[config.mk]
export PLATFORM = sky130hd
export DESIGN_NAME = length_prefix_deframer_unit
export DESIGN_NICKNAME = d
export VERILOG_FILES = /design/src/sv/lpd_pkg.sv /design/src/sv/lpd_parser.sv /design/src/sv/length_prefix_deframer_unit.sv
export SDC_FILE = /design/constraint.sdc
export NUM_CORES = 1
export LEC_CHECK = 0
export BUFFER_PORTS_ARGS = -buffer_cell sky130_fd_sc_hd__buf_2
export CORE_MARGIN = 2
export CORE_UTILIZATION = 24
export DETAILED_ROUTE_END_ITERATION = 12
export PLACE_DENSITY = 0.4
export REMOVE_ABC_BUFFERS = 1
export SETUP_SLACK_MARGIN = 0.05
export SYNTH_ARGS = -nofsm -noshare
export SYNTH_HDL_FRONTEND = slang
export SYNTH_SLANG_ARGS = --single-unit
[constraint.sdc]
create_clock -name clk -period 7 [get_ports clk]
set_input_delay 2.1 -clock clk [delete_from_list [all_inputs] [get_ports clk]]
set_output_delay 2.1 -clock clk [all_outputs]
set_load 0.05 [all_outputs]
[src/sv/lpd_pkg.sv]
// ----------------------------------------------------------------------------
// lpd_pkg
// Shared types and constants for the length-prefix deframer.
// ----------------------------------------------------------------------------
package lpd_pkg;

	localparam int unsigned HeaderBytes = 6;
	localparam int unsigned CountW      = 3;
	localparam int unsigned LengthW     = 32;
	localparam int unsigned TypeW       = 16;
	localparam int unsigned ByteW       = 8;

	// header byte positions
	localparam logic [CountW-1:0] HdrLenFirst  = CountW'(0);
	localparam logic [CountW-1:0] HdrTypeFirst = CountW'(4);
	localparam logic [CountW-1:0] HdrLast      = CountW'(HeaderBytes - 1);

	typedef struct packed {
		logic [TypeW-1:0]   msg_type;
		logic [LengthW-1:0] msg_length;
		logic               has_byte;
		logic [ByteW-1:0]   payload_byte;
		logic               first_of_message;
		logic               last_of_message;
	} lpd_result_t;

endpackage

[src/sv/lpd_parser.sv]
// ----------------------------------------------------------------------------
// lpd_parser
// Header/payload tracking state; builds the result for the byte taken now.
// ----------------------------------------------------------------------------
module lpd_parser (
	input  logic                     clk,
	input  logic                     arst_n,
	input  logic                     take,
	input  logic [lpd_pkg::ByteW-1:0] in_byte,
	output logic                     res_valid,
	output lpd_pkg::lpd_result_t     res
);
	import lpd_pkg::*;

	logic [CountW-1:0]  header_count_q;
	logic [LengthW-1:0] length_accum_q;
	logic [TypeW-1:0]   type_accum_q;
	logic [LengthW-1:0] bytes_remaining_q;
	logic               first_pending_q;

	logic [CountW-1:0]  header_count_d;
	logic [LengthW-1:0] length_accum_d;
	logic [TypeW-1:0]   type_accum_d;
	logic [LengthW-1:0] bytes_remaining_d;
	logic               first_pending_d;
	logic               in_payload;
	logic               hdr_done;

	assign in_payload = (bytes_remaining_q != '0);
	// counts past the last position behave like the last header byte
	assign hdr_done   = (header_count_q >= HdrLast);

	always_comb begin
		header_count_d    = header_count_q;
		length_accum_d    = length_accum_q;
		type_accum_d      = type_accum_q;
		bytes_remaining_d = bytes_remaining_q;
		first_pending_d   = first_pending_q;
		res_valid         = 1'b0;
		res               = '0;
		res.msg_type      = type_accum_q;
		res.msg_length    = length_accum_q;
		if (in_payload) begin
			res_valid            = 1'b1;
			res.has_byte         = 1'b1;
			res.payload_byte     = in_byte;
			res.first_of_message = first_pending_q;
			res.last_of_message  = (bytes_remaining_q == LengthW'(1));
			first_pending_d      = 1'b0;
			bytes_remaining_d    = bytes_remaining_q - LengthW'(1);
		end else begin
			if (header_count_q == HdrLenFirst) begin
				length_accum_d = LengthW'(in_byte);
			end else if (header_count_q < HdrTypeFirst) begin
				length_accum_d = {length_accum_q[LengthW-ByteW-1:0], in_byte};
			end else if (header_count_q == HdrTypeFirst) begin
				type_accum_d = TypeW'(in_byte);
			end else begin
				type_accum_d = {type_accum_q[TypeW-ByteW-1:0], in_byte};
			end
			if (!hdr_done) begin
				header_count_d = header_count_q + CountW'(1);
			end else begin
				header_count_d = '0;
				if (length_accum_d == '0) begin
					// empty message: one marker result, no byte
					res_valid            = 1'b1;
					res.msg_type         = type_accum_d;
					res.msg_length       = '0;
					res.first_of_message = 1'b1;
					res.last_of_message  = 1'b1;
					first_pending_d      = 1'b0;
				end else begin
					bytes_remaining_d = length_accum_d;
					first_pending_d   = 1'b1;
				end
			end
		end
	end

	always_ff @(posedge clk or negedge arst_n) begin
		if (!arst_n) begin
			header_count_q    <= '0;
			length_accum_q    <= '0;
			type_accum_q      <= '0;
			bytes_remaining_q <= '0;
			first_pending_q   <= 1'b0;
		end else if (take) begin
			header_count_q    <= header_count_d;
			length_accum_q    <= length_accum_d;
			type_accum_q      <= type_accum_d;
			bytes_remaining_q <= bytes_remaining_d;
			first_pending_q   <= first_pending_d;
		end
	end

endmodule

[src/sv/length_prefix_deframer_unit.sv]
// ----------------------------------------------------------------------------
// length_prefix_deframer_unit
// Splits a byte stream into length-prefixed messages and tags payload bytes.
// ----------------------------------------------------------------------------
// Usage:
//   Input channel (in_valid / in_stall / in_byte) takes one stream byte per
//   item. Each message is a 6-byte header (4-byte big-endian length, 2-byte
//   big-endian type) followed by its payload; messages may be split or joined
//   anywhere in the stream.
//   Output channel (out_valid / out_stall / fields) gives one item per payload
//   byte, tagged with type, length and first/last flags. Header bytes give no
//   item, except that an empty message gives one item with has_byte low and
//   both flags high.
//   Each result is registered in the output register, or in the skid register
//   if the output stalls. Throughput: one byte per cycle while in_stall is low,
//   set by the single register stage updating the header and payload counters.
//   When the receiver stalls, the output register holds and a one-entry skid
//   register catches the next result; in_stall rises only once the skid is
//   full, so in_stall is a registered signal.
//   Reset clears the header counter and all valids; the block then expects
//   a header byte.
// ----------------------------------------------------------------------------
module length_prefix_deframer_unit (
	input  logic                       clk,
	input  logic                       arst_n,
	input  logic                       in_valid,
	output logic                       in_stall,
	input  logic [lpd_pkg::ByteW-1:0]   in_byte,
	output logic                       out_valid,
	input  logic                       out_stall,
	output logic [lpd_pkg::TypeW-1:0]   msg_type,
	output logic [lpd_pkg::LengthW-1:0] msg_length,
	output logic                       has_byte,
	output logic [lpd_pkg::ByteW-1:0]   payload_byte,
	output logic                       first_of_message,
	output logic                       last_of_message
);
	import lpd_pkg::*;

	logic        in_take;
	logic        out_take;
	logic        res_valid;
	lpd_result_t res;
	logic        out_vld_q;
	lpd_result_t out_q;
	logic        skid_vld_q;
	lpd_result_t skid_q;
	logic        out_free;

	assign in_stall = skid_vld_q;
	assign in_take  = in_valid & ~skid_vld_q;
	assign out_take = out_vld_q & ~out_stall;
	assign out_free = out_take | ~out_vld_q;

	lpd_parser u_parser (
		.clk       (clk),
		.arst_n    (arst_n),
		.take      (in_take),
		.in_byte   (in_byte),
		.res_valid (res_valid),
		.res       (res)
	);

	always_ff @(posedge clk or negedge arst_n) begin
		if (!arst_n) begin
			out_vld_q  <= 1'b0;
			skid_vld_q <= 1'b0;
		end else if (out_free) begin
			// refill from skid first, else from the new result
			out_vld_q  <= skid_vld_q | (in_take & res_valid);
			skid_vld_q <= 1'b0;
		end else if (in_take && res_valid) begin
			skid_vld_q <= 1'b1;
		end
	end

	always_ff @(posedge clk) begin
		if (out_free) begin
			out_q <= skid_vld_q ? skid_q : res;
		end else if (in_take && res_valid) begin
			skid_q <= res;
		end
	end

	assign out_valid        = out_vld_q;
	assign msg_type         = out_q.msg_type;
	assign msg_length       = out_q.msg_length;
	assign has_byte         = out_q.has_byte;
	assign payload_byte     = out_q.payload_byte;
	assign first_of_message = out_q.first_of_message;
	assign last_of_message  = out_q.last_of_message;

endmodule

* Word level (Yosys, flattened, before mapping) *
Index checks and enable logic that the tools add are counted.

word-level totals
  bits of input ports = 12
  logic and storage cells = 72
  output and inout bits = 61
  register bits after elaboration = 204

operators by class
  bitwise logic cells = 10
  reductions and logical operators = 10
  add/sub/neg operators = 2
  mux-type cells = 26
  $lt $le $gt $ge = 2
  eq/ne operators = 3

operators by type and width
  kind                     number
  $mux W32                 6
  $mux W48                 3
  $mux W59                 1
  $mux W16                 3
  $eq A32 B1 Y1 const B    1
  $logic_not A32 Y1        1
  $reduce_bool A32 Y1      1
  $sub A32 B1 Y32 const B  1
  $mux W9                  1
  $mux W1                  8
  $mux W2                  3
  $reduce_and A2 Y1        3
  $not A1 Y1               5
  $reduce_bool A2 Y1       2
  $add A3 B1 Y3 const B    1
  $and A1 B1 Y1            3
  $eq A3 B3 Y1 const B     1
  $ge A3 B3 Y1 const B     1
  $logic_not A3 Y1         1
  $lt A3 B3 Y1 const B     1
  $mux W3                  1
  $reduce_and A3 Y1        1
  $ne A2 B1 Y1 const B     1
  $or A1 B1 Y1             2
  $logic_and A1 B1 Y1      1

* Depth between registers and ports, before layout *
Gate-level depths: netlist of the first run.

  depth after elaboration = 11
  gate-level depth with buffers = 11
  gate-level depth less buffers = 8

* Cells and area by module *
From an unflattened synthesis of the first run, not the netlist that was laid out.

unflattened totals
  cells, all modules = 783
  area total of the unflattened synthesis = 9565.4 um^2

by module, submodules not included
  module                       cells each  sequential area each (um^2)  instances  area each (um^2)
  lpd_parser                   591         2102.0                       1          4976.0
  length_prefix_deframer_unit  192         3593.4                       1          4589.4

* Least setup slack after synthesis of the first run *
No wires, ideal clock.

  kind = input to register
  start = input out_stall
  end = register skid_q[0] in the netlist's numbering (enable)
  path buffers = 0
  stages = 2
  slack = -1.192 ns
  setup time = 0.551 ns
  data arrival time = 7.641 ns
  data required time = 6.449 ns
  path through = nand2_1 > nor3_1

between the ends
  longest elaborated chain between the ends = 5

ends and longest elaborated chain
  item                         RTL line                           source
  from (decl)                  length_prefix_deframer_unit.sv:30  input logic out_stall,
  $not A1 Y1                   length_prefix_deframer_unit.sv:52  assign out_take = out_vld_q & ~out_stall;
  $and A1 B1 Y1                length_prefix_deframer_unit.sv:52
  $or A1 B1 Y1                 length_prefix_deframer_unit.sv:53  assign out_free = out_take | ~out_vld_q;
  $not A1 Y1 (no line)         -
  $reduce_and A2 Y1 (no line)  -
  to (signal assigned)         length_prefix_deframer_unit.sv:81  skid_q <= res;
  to (decl)                    length_prefix_deframer_unit.sv:47  lpd_result_t skid_q;

Every way passes these cells.
A chain may end at the register's enable or synchronous reset.

* Worst setup path in the final report of the first run *
  start = input in_byte[4] in the netlist's numbering
  end = register skid_q[35] in the netlist's numbering (enable)

between the ends
  longest elaborated chain between the ends = 9

ends and longest elaborated chain
  item                             RTL line                           source
  from (decl)                      length_prefix_deframer_unit.sv:28  input logic [lpd_pkg::ByteW-1:0] in_byte,
  $mux W32                         lpd_parser.sv:54                   end else if (header_count_q < HdrTypeFirst) begin
  $mux W32 (*)                     lpd_parser.sv:52                   if (header_count_q == HdrLenFirst) begin
  $mux W32 (*)                     lpd_parser.sv:43                   if (in_payload) begin
  $logic_not A32 Y1 (*)            lpd_parser.sv:65                   if (length_accum_d == '0) begin
  $mux W1 (*)                      lpd_parser.sv:65
  $mux W1 (*)                      lpd_parser.sv:61                   if (!hdr_done) begin
  $mux W1 (*)                      lpd_parser.sv:43
  $logic_and A1 B1 Y1 (*)          length_prefix_deframer_unit.sv:80  end else if (in_take && res_valid) begin
  $reduce_and A2 Y1 (no line) (*)  -

Mark *: on every way between the ends. The rest lies on a longest branch, timed or not. The select of a mux whose other input is x is not followed.

==> results of run 1 <==
flip-flops by register name, summed over array words and instances, names as in the netlist, 3 cells and up:
| name | cells |
|---|---|
| msg_type | 16 |
| u_parser.header_count_q | 3 |
| u_parser.bytes_remaining_q | 32 |
| skid_q | 59 |
| u_parser.type_accum_q | 16 |
| msg_length | 32 |
| payload_byte | 8 |
| u_parser.length_accum_q | 32 |
critical path: stages:
cell and delay, ns:
buf_2 0.13, or3_1 0.35, a221o_1 0.41, nor4_4 0.38
a31oi_1 0.29, nor3_2 0.21, buf_4 0.51
through the flow:
stage	area [um2]	setup TNS (ns)	total power (W)
final	11270	0	0.003255
after floorplan	9298	-71.30	0.001828
after detailed placement	10450	0	0.001971
after global placement	10450	0	0.001968
after global routing	11270	0	0.003394
after CTS	11270	0	0.003311
where the power goes:
group	leakage, nW	internal, W	switching (W)
sequential	2.34	0.00139	0.0000612
combinational	1.56	0.000135	0.000356
clock	0.406	0.000797	0.000521
layout by cell type (no fill, tap or decap), types with 3 or more instances in the layout:
cell type	n
buf_2	71
nand4_1	11
nor3b_1	10
a22oi_1	3
nor4_1	12
o31ai_1	11
a22o_1	8
or4_1	6
or3_1	4
edfxtp_1	118
o22ai_1	3
nand3_1	12
a21oi_2	11
clkbuf_16	25
nor2_1	29
mux2_2	83
and2_1	12
nor3_1	18
o41ai_1	3
mux2i_1	26
o21ai_0	45
or2_2	5
buf_4	16
inv_1	29
ha_1	4
a21oi_1	45
bufinv_16	4
clkinv_2	8
a21o_1	3
dfrtp_1	84
a31oi_1	8
nand2b_1	13
nand2_1	80
cell families (layout without fill, tap and decap cells):
logic type | count (synthesis) | in the layout | synth area share [%]
AND/OR/NAND/NOR | 231 | 231 | 12.95
flip-flops | 204 | 204 | 59.14
AO/OA/AOI/OAI | 158 | 158 | 10.26
multiplexers | 109 | 109 | 12.41
buffers and inverters | 106 | 159 | 4.586
adder cells (fa/ha/maj) | 5 | 5 | 0.6496
final timing paths:
kind	start	slack, ns	endpoint	cells after the start
max	in_byte[4]	2.70	skid_q[35]	7
min	u_parser.type_accum_q[15]	0.47	u_parser.type_accum_q[15]	2
max reg2reg	u_parser.bytes_remaining_q[0]	2.98	u_parser.type_accum_q[5]	8
min reg2reg	u_parser.type_accum_q[15]	0.47	u_parser.type_accum_q[15]	2
max in group asynchronous	arst_n	4.31	in_stall	2
min in group asynchronous	arst_n	1.66	u_parser.type_accum_q[8]	1
routing by layer:
| metal | global-route usage, % | part of all wire (%) | wire [um] |
|---|---|---|---|
| met1 | 17.37 | 48 | 12530 |
| met4 | 4.218 | 2.4 | 632 |
| met5 | 0 | 0 | 0 |
| met3 | 1.594 | 3.2 | 854 |
| met2 | 20.85 | 47 | 12340 |
layout make-up:
class / count / area share [%]
timing repair buffer: 87 / 4.219
clock inverter: 16 / 1.632
tap: 525 / 5.829
inverter: 29 / 0.9660
multi-input combinational: 503 / 31.17
sequential: 204 / 50.57
clock buffer: 27 / 5.618
==> qor.csv, run 1 <==
stage,metric,value,unit
status,status,"finished, final reports clean",
grt,antenna_found_initial,0,
sta,final.period_utilization,61.43,%
placement,dp_hpwl,17.17,mm
sta,setup_ws,2.700,ns
layout,regArea,5698,um2
sta,finalCriticalPeriod,4.300,ns
grt,overflow,0,
route,avgRoutedWirePerCell,18.95,um
route,ant_nets,0,
placement,pre_cts_ws,2.155,ns
sta,tightest_slew,1.095,ns
yosys,ys_seq_area_share,59.14,%
job,drv_cap,0,
yosys,synth_area,9630,um2
die,rows,73,
clock_tree,cts_setup_buffers,0,
grt,grt_pass1_vias,6383,
grt,grt_pass1_wl,40.70,mm
layout,stdcell_count,1391,
die,die_h,204.3,um
placement,routabilityCongestion,0.7912,
critical_path,path_class,in2reg,
layout,layout-drive-gt1-share,27.94,%
yosys,synth_most_common_cell,edfxtp_1,
sta,max_freq,0.2326,GHz
critical_path,critPathLaunchType,input port,
clock_tree,htree_levels,1,
clock_tree,clkTransAtPathRegs,0.06,ns
route,vias,6389,
die,ios,73,
sta,hold_viol_final,0,
power,leakagePower,4.305,nW
layout,multi_input_area,3512,um2
layout,n_antenna_cell,0,
die,core_area,39640,um2
placement,placed_cells,1348,
clock_tree,clk-insertion-delay-late,0.53,ns
yosys,ys_types,61,
yosys,synth.top_cell.area_share,36.79,%
critical_path,arrival,4.46,ns
sta,maxSlewHeadroom,26.30,%
critical_path,crit_required,7.16,ns
yosys,synthCells,813,
yosys,synthArstFlopShare,42.16,%
layout,fin_nets,866,
yosys,synth_area_leaders,"edfxtp_1, dfrtp_1, mux2_2",
critical_path,cp_max_fo,45,
sta,finClkSkew,0.01073,ns
grt,grt_use_total,12.73,%
critical_path,crit_path_end_kind,flop,
clock_tree,cts_sinks,204,
clock_tree,cts_tree,yes,
clock_tree,cts_inserted_buffers,24,
yosys,yosys-top-cells-count,"edfxtp_1, dfrtp_1, mux2_2",
route,drt_wl_total,26.36,mm
die,start_util,24.29,%
yosys,synth_ff_type,edfxtp_1,
yosys,yosys_warnings,0,
route,drt_iter0_markers,505,
layout,n_fill_cell,4158,
yosys,synth-edff-count,118,
route,drc_errors,0,
power,ir_drop,0.1455,mV
yosys,yosysTopAreaCell,edfxtp_1,
sta,whs,0.4723,ns
clock_tree,clockBufferDepth,3,
power,powerDensity,288.9,nW/um2
yosys,post_synth.cell_area_avg,11.85,um2
sta,slew_viol_final,0,
sta,rsz0062_at_grt,no,
layout,utilization,28.43,%
clock_tree,postCtsHoldBufs,0,
route,firstDrtPassIters,6,
hold_path,hp-class,reg2reg,
layout,area.growth.synth_to_final,17.01,%
route,post_drt_via_cell_ratio,4.593,
clock_tree,ctsResizeCount,0,
yosys,ys_seq_elements,204,
grt,grt_start_max_net_pins,63,
die,die-width,204.3,um
die,dieArea,41740,um2
sta,finalSetupViolCount,0,
placement,port_buffers,72,
clock_tree,cts-root-buf,clkbuf_16,
Power figures use the tool's default switching activity.
==> run 2, diff against run 1 <==
Settings changed: ABC_AREA set to 1, PLACE_DENSITY 0.4 to 0.41.
Clock period 7 ns to 3.8 ns, I/O delays scaled along.
==> qor.csv, run 2 <==
stage,metric,value,unit,change
grt,overflow,0,,unchanged
critical_path,r2r_slack,0.84,ns,-2.14 ns
die,dieArea,43000,um2,+3.0%
route,firstDrtPassIters,5,,-1
placement,dp_hpwl,18.52,mm,+7.8%
die,rows,74,,+1.4%
yosys,ys_seq_elements,204,,unchanged
placement,routabilityCongestion,0.8044,,+1.7%
grt,grt_pass1_vias,7519,,+18%
layout,top_register,skid_q,,
yosys,ys_types,38,,-38%
yosys,synthCells,1128,,+39%
job,drv_cap,0,,unchanged
yosys,post_synth.cell_area_avg,8.799,um2,-26%
yosys,synth-edff-count,118,,unchanged
hold_path,whs_path_depth,0,,-2
hold_path,hp-class,reg2reg,,
grt,grt_start_max_net_pins,73,,+16%
clock_tree,cts_tree,yes,,
layout,n_fill_cell,4329,,+4.1%
status,status,"finished, final reports clean",,
critical_path,r2r-end,u_parser.bytes_remaining_q[29],,
route,ant_nets,0,,unchanged
hold_path,min-delay-start,u_parser.length_accum_q[21],,
layout,n_antenna_cell,0,,unchanged
clock_tree,postCtsHoldBufs,0,,unchanged
route,drt_wl_total,26.96,mm,+2.3%
clock_tree,cts-root-buf,clkbuf_16,,
critical_path,cp_max_fo,31,,-31%
sta,hold_viol_final,0,,unchanged
clock_tree,ctsResizeCount,0,,unchanged
sta,rsz0062_at_grt,no,,
die,start_util,24.31,%,about the same
clock_tree,clkTransAtPathRegs,0.07,ns,about the same
critical_path,slowest_stage,dfrtp_1,,
critical_path,crit_required,4.21,ns,-2.95 ns
clock_tree,clockBufferDepth,3,,unchanged
yosys,synth_most_common_cell,nand2_1,,
layout,fin_nets,1184,,+37%
layout,largest_reg_flops,59,,unchanged
placement,pre_cts_ws,0.6026,ns,-1.552 ns
sta,finalSetupViolCount,0,,unchanged
placement,port_buffers,72,,unchanged
layout,layout-drive-gt1-share,13.67,%,-14 points
layout,mostFrequentLayoutCells,"nand2_1, edfxtp_1, o21ai_0",,
yosys,synthArstFlopShare,42.16,%,unchanged
route,post_drt_via_cell_ratio,4.365,,-5.0%
sta,slew_viol_final,0,,unchanged
sta,max_freq,0.3382,GHz,
yosys,ys_seq_area_share,57.38,%,-1.8 points
sta,tightest_slew,0.7257,ns,-0.3696 ns
sta,finalCriticalPeriod,2.957,ns,
layout,area.growth.synth_to_final,17.65,%,
route,avgRoutedWirePerCell,15.70,um,-17%
yosys,synth_area,9926,um2,+3.1%
power,total_power,0.01008,W,+210%
yosys,yosys_warnings,0,,unchanged
critical_path,path_class,reg2reg,,
die,die-width,207.4,um,+1.5%
layout,multi_input_area,3481,um2,-0.89%
power,powerDensity,863.4,nW/um2,+200%
grt,antenna_found_initial,0,,unchanged
sta,finClkSkew,0.01427,ns,+0.003545 ns
power,leakagePower,5.129,nW,+19%
critical_path,arrival,3.37,ns,-1.09 ns
grt,grt_use_total,12.60,%,-0.13 points
sta,setup_ws,0.8430,ns,-1.857 ns
power,ir_drop,0.2960,mV,+100%
route,drt_iter0_markers,433,,-14%
yosys,yosys-top-cells-count,"nand2_1, edfxtp_1, o21ai_0",,
layout,regArea,5698,um2,unchanged
sta,final.period_utilization,77.82,%,
critical_path,crit_path_end_kind,flop,,
route,drc_errors,0,,unchanged
critical_path,r2r-start,u_parser.header_count_q[0],,
layout,layout_commonest_cell,nand2_1,,
critical_path,rr_worst_depth,15,,+7
yosys,synth_ff_type,edfxtp_1,,
yosys,synth.top_cell.area_share,35.70,%,-1.1 points
critical_path,critPathLaunchType,flop,,
critical_path,max_stage_delay,0.41,ns,-0.10 ns
die,ios,73,,unchanged
die,core_area,40830,um2,+3.0%
yosys,yosysTopAreaCell,edfxtp_1,,
sta,maxSlewHeadroom,51.21,%,+25 points
hold_path,holdPathEnd,skid_q[32],,
clock_tree,cts_setup_buffers,0,,unchanged
critical_path,cpMostUsedCell,nand2_1,,
clock_tree,cts_inserted_buffers,24,,unchanged
die,die_h,207.4,um,+1.5%
clock_tree,clk-insertion-delay-late,0.53,ns,about the same
yosys,synth_area_leaders,"edfxtp_1, dfrtp_1, nand2_1",,
clock_tree,htree_levels,1,,unchanged
clock_tree,cts_sinks,204,,unchanged
critical_path,crit_chain,"inv_1, ha_1, nand2_4, nand3_1, nand2_1, nor2_1, nand2_1, nor2_4, nand2_4, nor2_8, inv_2, nand2_4, inv_2, nand2_1, nand2_1",,
grt,grt_pass1_wl,43.33,mm,+6.4%
route,vias,7494,,+17%
run 2: per-stage QoR:
| step | hold slack (ns) | TNS, ns | util (%) | std cells | instance area, um2 |
|---|---|---|---|---|---|
| 2_1_floorplan | 0.4249 | -107.14 | - | 1047 | 9527 |
| 3_3_place_gp | 0.4348 | 0 | 26.39 | 1673 | 10780 |
| 3_5_place_dp | 0.4292 | 0 | 26.39 | 1673 | 10780 |
| 4_1_cts | 0.4502 | 0 | 28.60 | 1717 | 11680 |
| 5_1_grt | 0.4732 | 0 | 28.60 | 1717 | 11680 |
| 6_report | 0.4495 | 0 | 28.60 | 1717 | 11680 |
run 2: logic make-up after synthesis:
| kind of cell | after synthesis | synth area share, % |
|---|---|---|
| flops | 204 | 57.38 |
| simple gates | 557 | 23.84 |
| buf+inv | 177 | 7.702 |
| compound gates | 163 | 8.509 |
| xor+xnor | 22 | 1.941 |
| fa+ha+maj | 5 | 0.6303 |
run 2: worst max path at each step:
stage / startpoint / to / cells past startpoint / slack [ns]
floorplan: out_stall / skid_q[0] / 2 / -1.82
global placement: in_byte[6] / u_parser.bytes_remaining_q[5] / 13 / 0.63
detailed placement: in_byte[6] / u_parser.bytes_remaining_q[6] / 13 / 0.60
CTS: u_parser.header_count_q[0] / u_parser.bytes_remaining_q[5] / 15 / 0.79
global route: u_parser.header_count_q[0] / u_parser.bytes_remaining_q[26] / 15 / 0.50
finish: u_parser.header_count_q[0] / u_parser.bytes_remaining_q[29] / 15 / 0.84
run 2: where the power goes:
part | internal [W] | leakage [nW] | switching [W] | total [W]
Clock | 0.00168 | 0.435 | 0.000969 | 0.00265
Combinational | 0.00108 | 2.45 | 0.00284 | 0.00392
Sequential | 0.00313 | 2.24 | 0.000387 | 0.00352
run 2: critical path: cells and delay by family (launching register included):
kind,cells,cell delay (ns)
flops,1,0.41
fa+ha+maj,1,0.22
buf+inv,3,0.38
simple gates,11,1.77
run 2: metal layers:
metal	track usage [%]	share of wire [%]	vias up	wire (um)
li1	-	-	3750	-
met1	17.66	49	3570	13120
met2	20.62	46	144	12350
met3	1.467	3.7	30	1004
met4	3.350	1.8	0	486
met5	0	0	-	0
run 2: layout make-up:
| cell class | instances | area share, % |
|---|---|---|
| Timing Repair Buffer | 94 | 4.843 |
| Clock buffer | 27 | 5.422 |
| Sequential cell | 204 | 48.79 |
| Tap cell | 532 | 5.700 |
| Multi-Input combinational cell | 747 | 29.81 |
| Clock inverter | 17 | 2.304 |
| Inverter | 96 | 3.129 |
==> run 3, diff against run 2 <==
Clock period 3.8 ns to 2.5 ns, I/O delays scaled along.
==> qor.csv, run 3 (synthesis gave the netlist of run 2 again) <==
stage,metric,value,unit,change
status,status,"finished, final reports clean",,
clock_tree,clk-insertion-delay-late,0.52,ns,about the same
layout,n_antenna_cell,0,,unchanged
layout,multi_input_area,3687,um2,+5.9%
sta,hold_viol_final,0,,unchanged
layout,top_register,skid_q,,
critical_path,crit_buf_inv,3,,unchanged
clock_tree,clockBufferDepth,3,,unchanged
critical_path,cpMostUsedCell,nand2_1,,
layout,regArea,5698,um2,unchanged
placement,dp_hpwl,19.61,mm,+5.9%
layout,largest_reg_flops,59,,unchanged
clock_tree,cts_inserted_buffers,23,,-4.2%
job,drv_cap,0,,unchanged
grt,grt_pass1_wl,43.78,mm,+1.1%
critical_path,slowest_stage,dfrtp_2,,
layout,layout-drive-gt1-share,21.86,%,+8.2 points
layout,utilization,30.74,%,+2.1 points
critical_path,max_stage_delay,0.52,ns,+0.11 ns
die,die_h,207.4,um,unchanged
critical_path,crit_path_end_kind,flop,,
critical_path,r2r_slack,0.03,ns,-0.81 ns
die,dieArea,43000,um2,unchanged
critical_path,path_class,reg2reg,,
critical_path,cp_max_fo,7,,-77%
layout,fin_nets,1268,,+7.1%
sta,rsz0062_at_grt,yes,,
layout,mostFrequentLayoutCells,"nand2_1, edfxtp_1, o21ai_0",,
critical_path,r2r-end,skid_q[33],,
route,drc_errors,0,,unchanged
layout,layout_commonest_cell,nand2_1,,
clock_tree,htree_levels,1,,unchanged
route,drt_wl_total,28.16,mm,+4.5%
placement,routabilityCongestion,0.8099,,+0.68%
route,avgRoutedWirePerCell,15.65,um,-0.31%
critical_path,path_delay_family,simple AND/OR/NAND/NOR gates,,
die,rows,74,,unchanged
clock_tree,cts_sinks,204,,unchanged
power,ir_drop,0.4059,mV,+37%
sta,final.period_utilization,98.70,%,+21 points
grt,grt_start_max_net_pins,75,,+2.7%
layout,n_fill_cell,4317,,-0.28%
power,power.switching,0.006785,W,+62%
route,post_drt_via_cell_ratio,4.314,,-1.2%
sta,maxSlewHeadroom,54.36,%,+3.1 points
power,swShare,42.37,%,+0.73 points
die,core_area,40830,um2,unchanged
sta,slew_viol_final,0,,unchanged
placement,pre_cts_ws,-0.09498,ns,-0.6976 ns
sta,setup_ws,0.03258,ns,-0.8104 ns
die,start_util,24.31,%,unchanged
grt,grt_pass1_vias,7582,,+0.84%
critical_path,crit_required,2.73,ns,-1.48 ns
power,p_clk_share,20.1,%,-6.1 points
sta,tns,0,ns,unchanged
power,combPwrFrac,46.5,%,+7.6 points
critical_path,arrival,2.70,ns,-0.67 ns
power,p_int,0.009228,W,+57%
clock_tree,clkTransAtPathRegs,0.06,ns,about the same
route,drt_iter0_markers,339,,-22%
layout,area.growth.synth_to_final,26.47,%,
grt,overflow,0,,unchanged
sta,finalSetupViolCount,0,,unchanged
placement,placed_cells,1744,,+4.2%
clock_tree,cts_tree,yes,,
grt,antenna_found_initial,0,,unchanged
power,leakagePower,5.590,nW,+9.0%
route,vias,7761,,+3.6%
critical_path,critPathLaunchType,flop,,
power,powerDensity,1276,nW/um2,+48%
hold_path,hp-class,in2async,,
die,die-width,207.4,um,unchanged
power,p_seq_share,33.4,%,-1.5 points
grt,grt_use_total,12.67,%,+0.074 points
sta,max_freq,0.4053,GHz,+20%
sta,tightest_slew,0.6847,ns,-0.04102 ns
critical_path,r2r-start,u_parser.header_count_q[2],,
clock_tree,cts-root-buf,clkbuf_16,,
sta,finClkSkew,0.01318,ns,-0.001096 ns
route,ant_nets,0,,unchanged
placement,port_buffers,72,,unchanged
power,total_power,0.01601,W,+59%
sta,finalCriticalPeriod,2.467,ns,-0.4896 ns
die,ios,73,,unchanged
route,firstDrtPassIters,5,,unchanged
critical_path,crit_chain,"clkbuf_16, o21ai_2, nand2_1, nor2_1, nand2_1, nor2_4, nand2_4, nand2_1, nand2_2, nor2_4, buf_12, clkbuf_16",,
layout,stdcell_count,1799,,+4.8%
critical_path,rr_worst_depth,12,,-3
clock_tree,postCtsHoldBufs,0,,unchanged
## run 3: cell count changes in the layout (fill, tap and decap cells not counted), sizes merged
cell,change
buf,+78
bufinv,-6
clkbuf,+6
clkinv,+3
inv,-1
nand2,+2
## run 3: routing by layer
layer,global-route usage (%),vias up,part of all wire (%)
met5,0,-,0
met4,3.842,0,2.1
met3,1.664,33,3.4
met2,20.17,105,46
met1,17.92,3699,49
li1,-,3924,-
## run 3: per-stage QoR
step	hold slack (ns)	instance area (um2)
6_report	0.2396	12550
5_1_grt	0.2687	12550
4_1_cts	0.2585	12170
3_5_place_dp	0.4322	11420
3_3_place_gp	0.4336	11420
2_1_floorplan	0.4249	9527
## run 3: layout make-up
type,instances,share of cell area [%]
clock inverters,13,0.7176
clock buffers,28,4.894
multi-input cells,749,29.37
well taps,532,5.302
repair buffers,177,11.39
inverters,96,2.930
flip-flops and latches,204,45.39
## run 3: what timing repair did
action | CTS | global route
pin swaps | 3 | 2
cloned | 1 | 6
resized for setup | 5 | 42
endpoints found under the setup margin | 62 | 102
buffers inserted | 1 | 6
endpoints found under the hold margin | 0 | 0
## run 3: how the worst max path moves through the flow
stage,start,end,cells past startpoint
5_1_grt,u_parser.header_count_q[0],skid_q[28],14
2_1_floorplan,out_stall,skid_q[0],2
3_5_place_dp,in_byte[7],skid_q[5],12
4_1_cts,u_parser.header_count_q[0],skid_q[36],14
3_3_place_gp,in_byte[6],skid_q[5],12
6_report,u_parser.header_count_q[2],skid_q[33],12
## run 3: power groups by stage
stage | combinational, W | clock [W] | sequential [W]
4_1_cts | 0.00696 | 0.00332 | 0.00532
5_1_grt | 0.00824 | 0.00345 | 0.00548
3_3_place_gp | 0.00688 | 0 | 0.00537
2_1_floorplan | 0.00310 | 0 | 0.00649
6_report | 0.00745 | 0.00322 | 0.00535
3_5_place_dp | 0.00686 | 0 | 0.00538
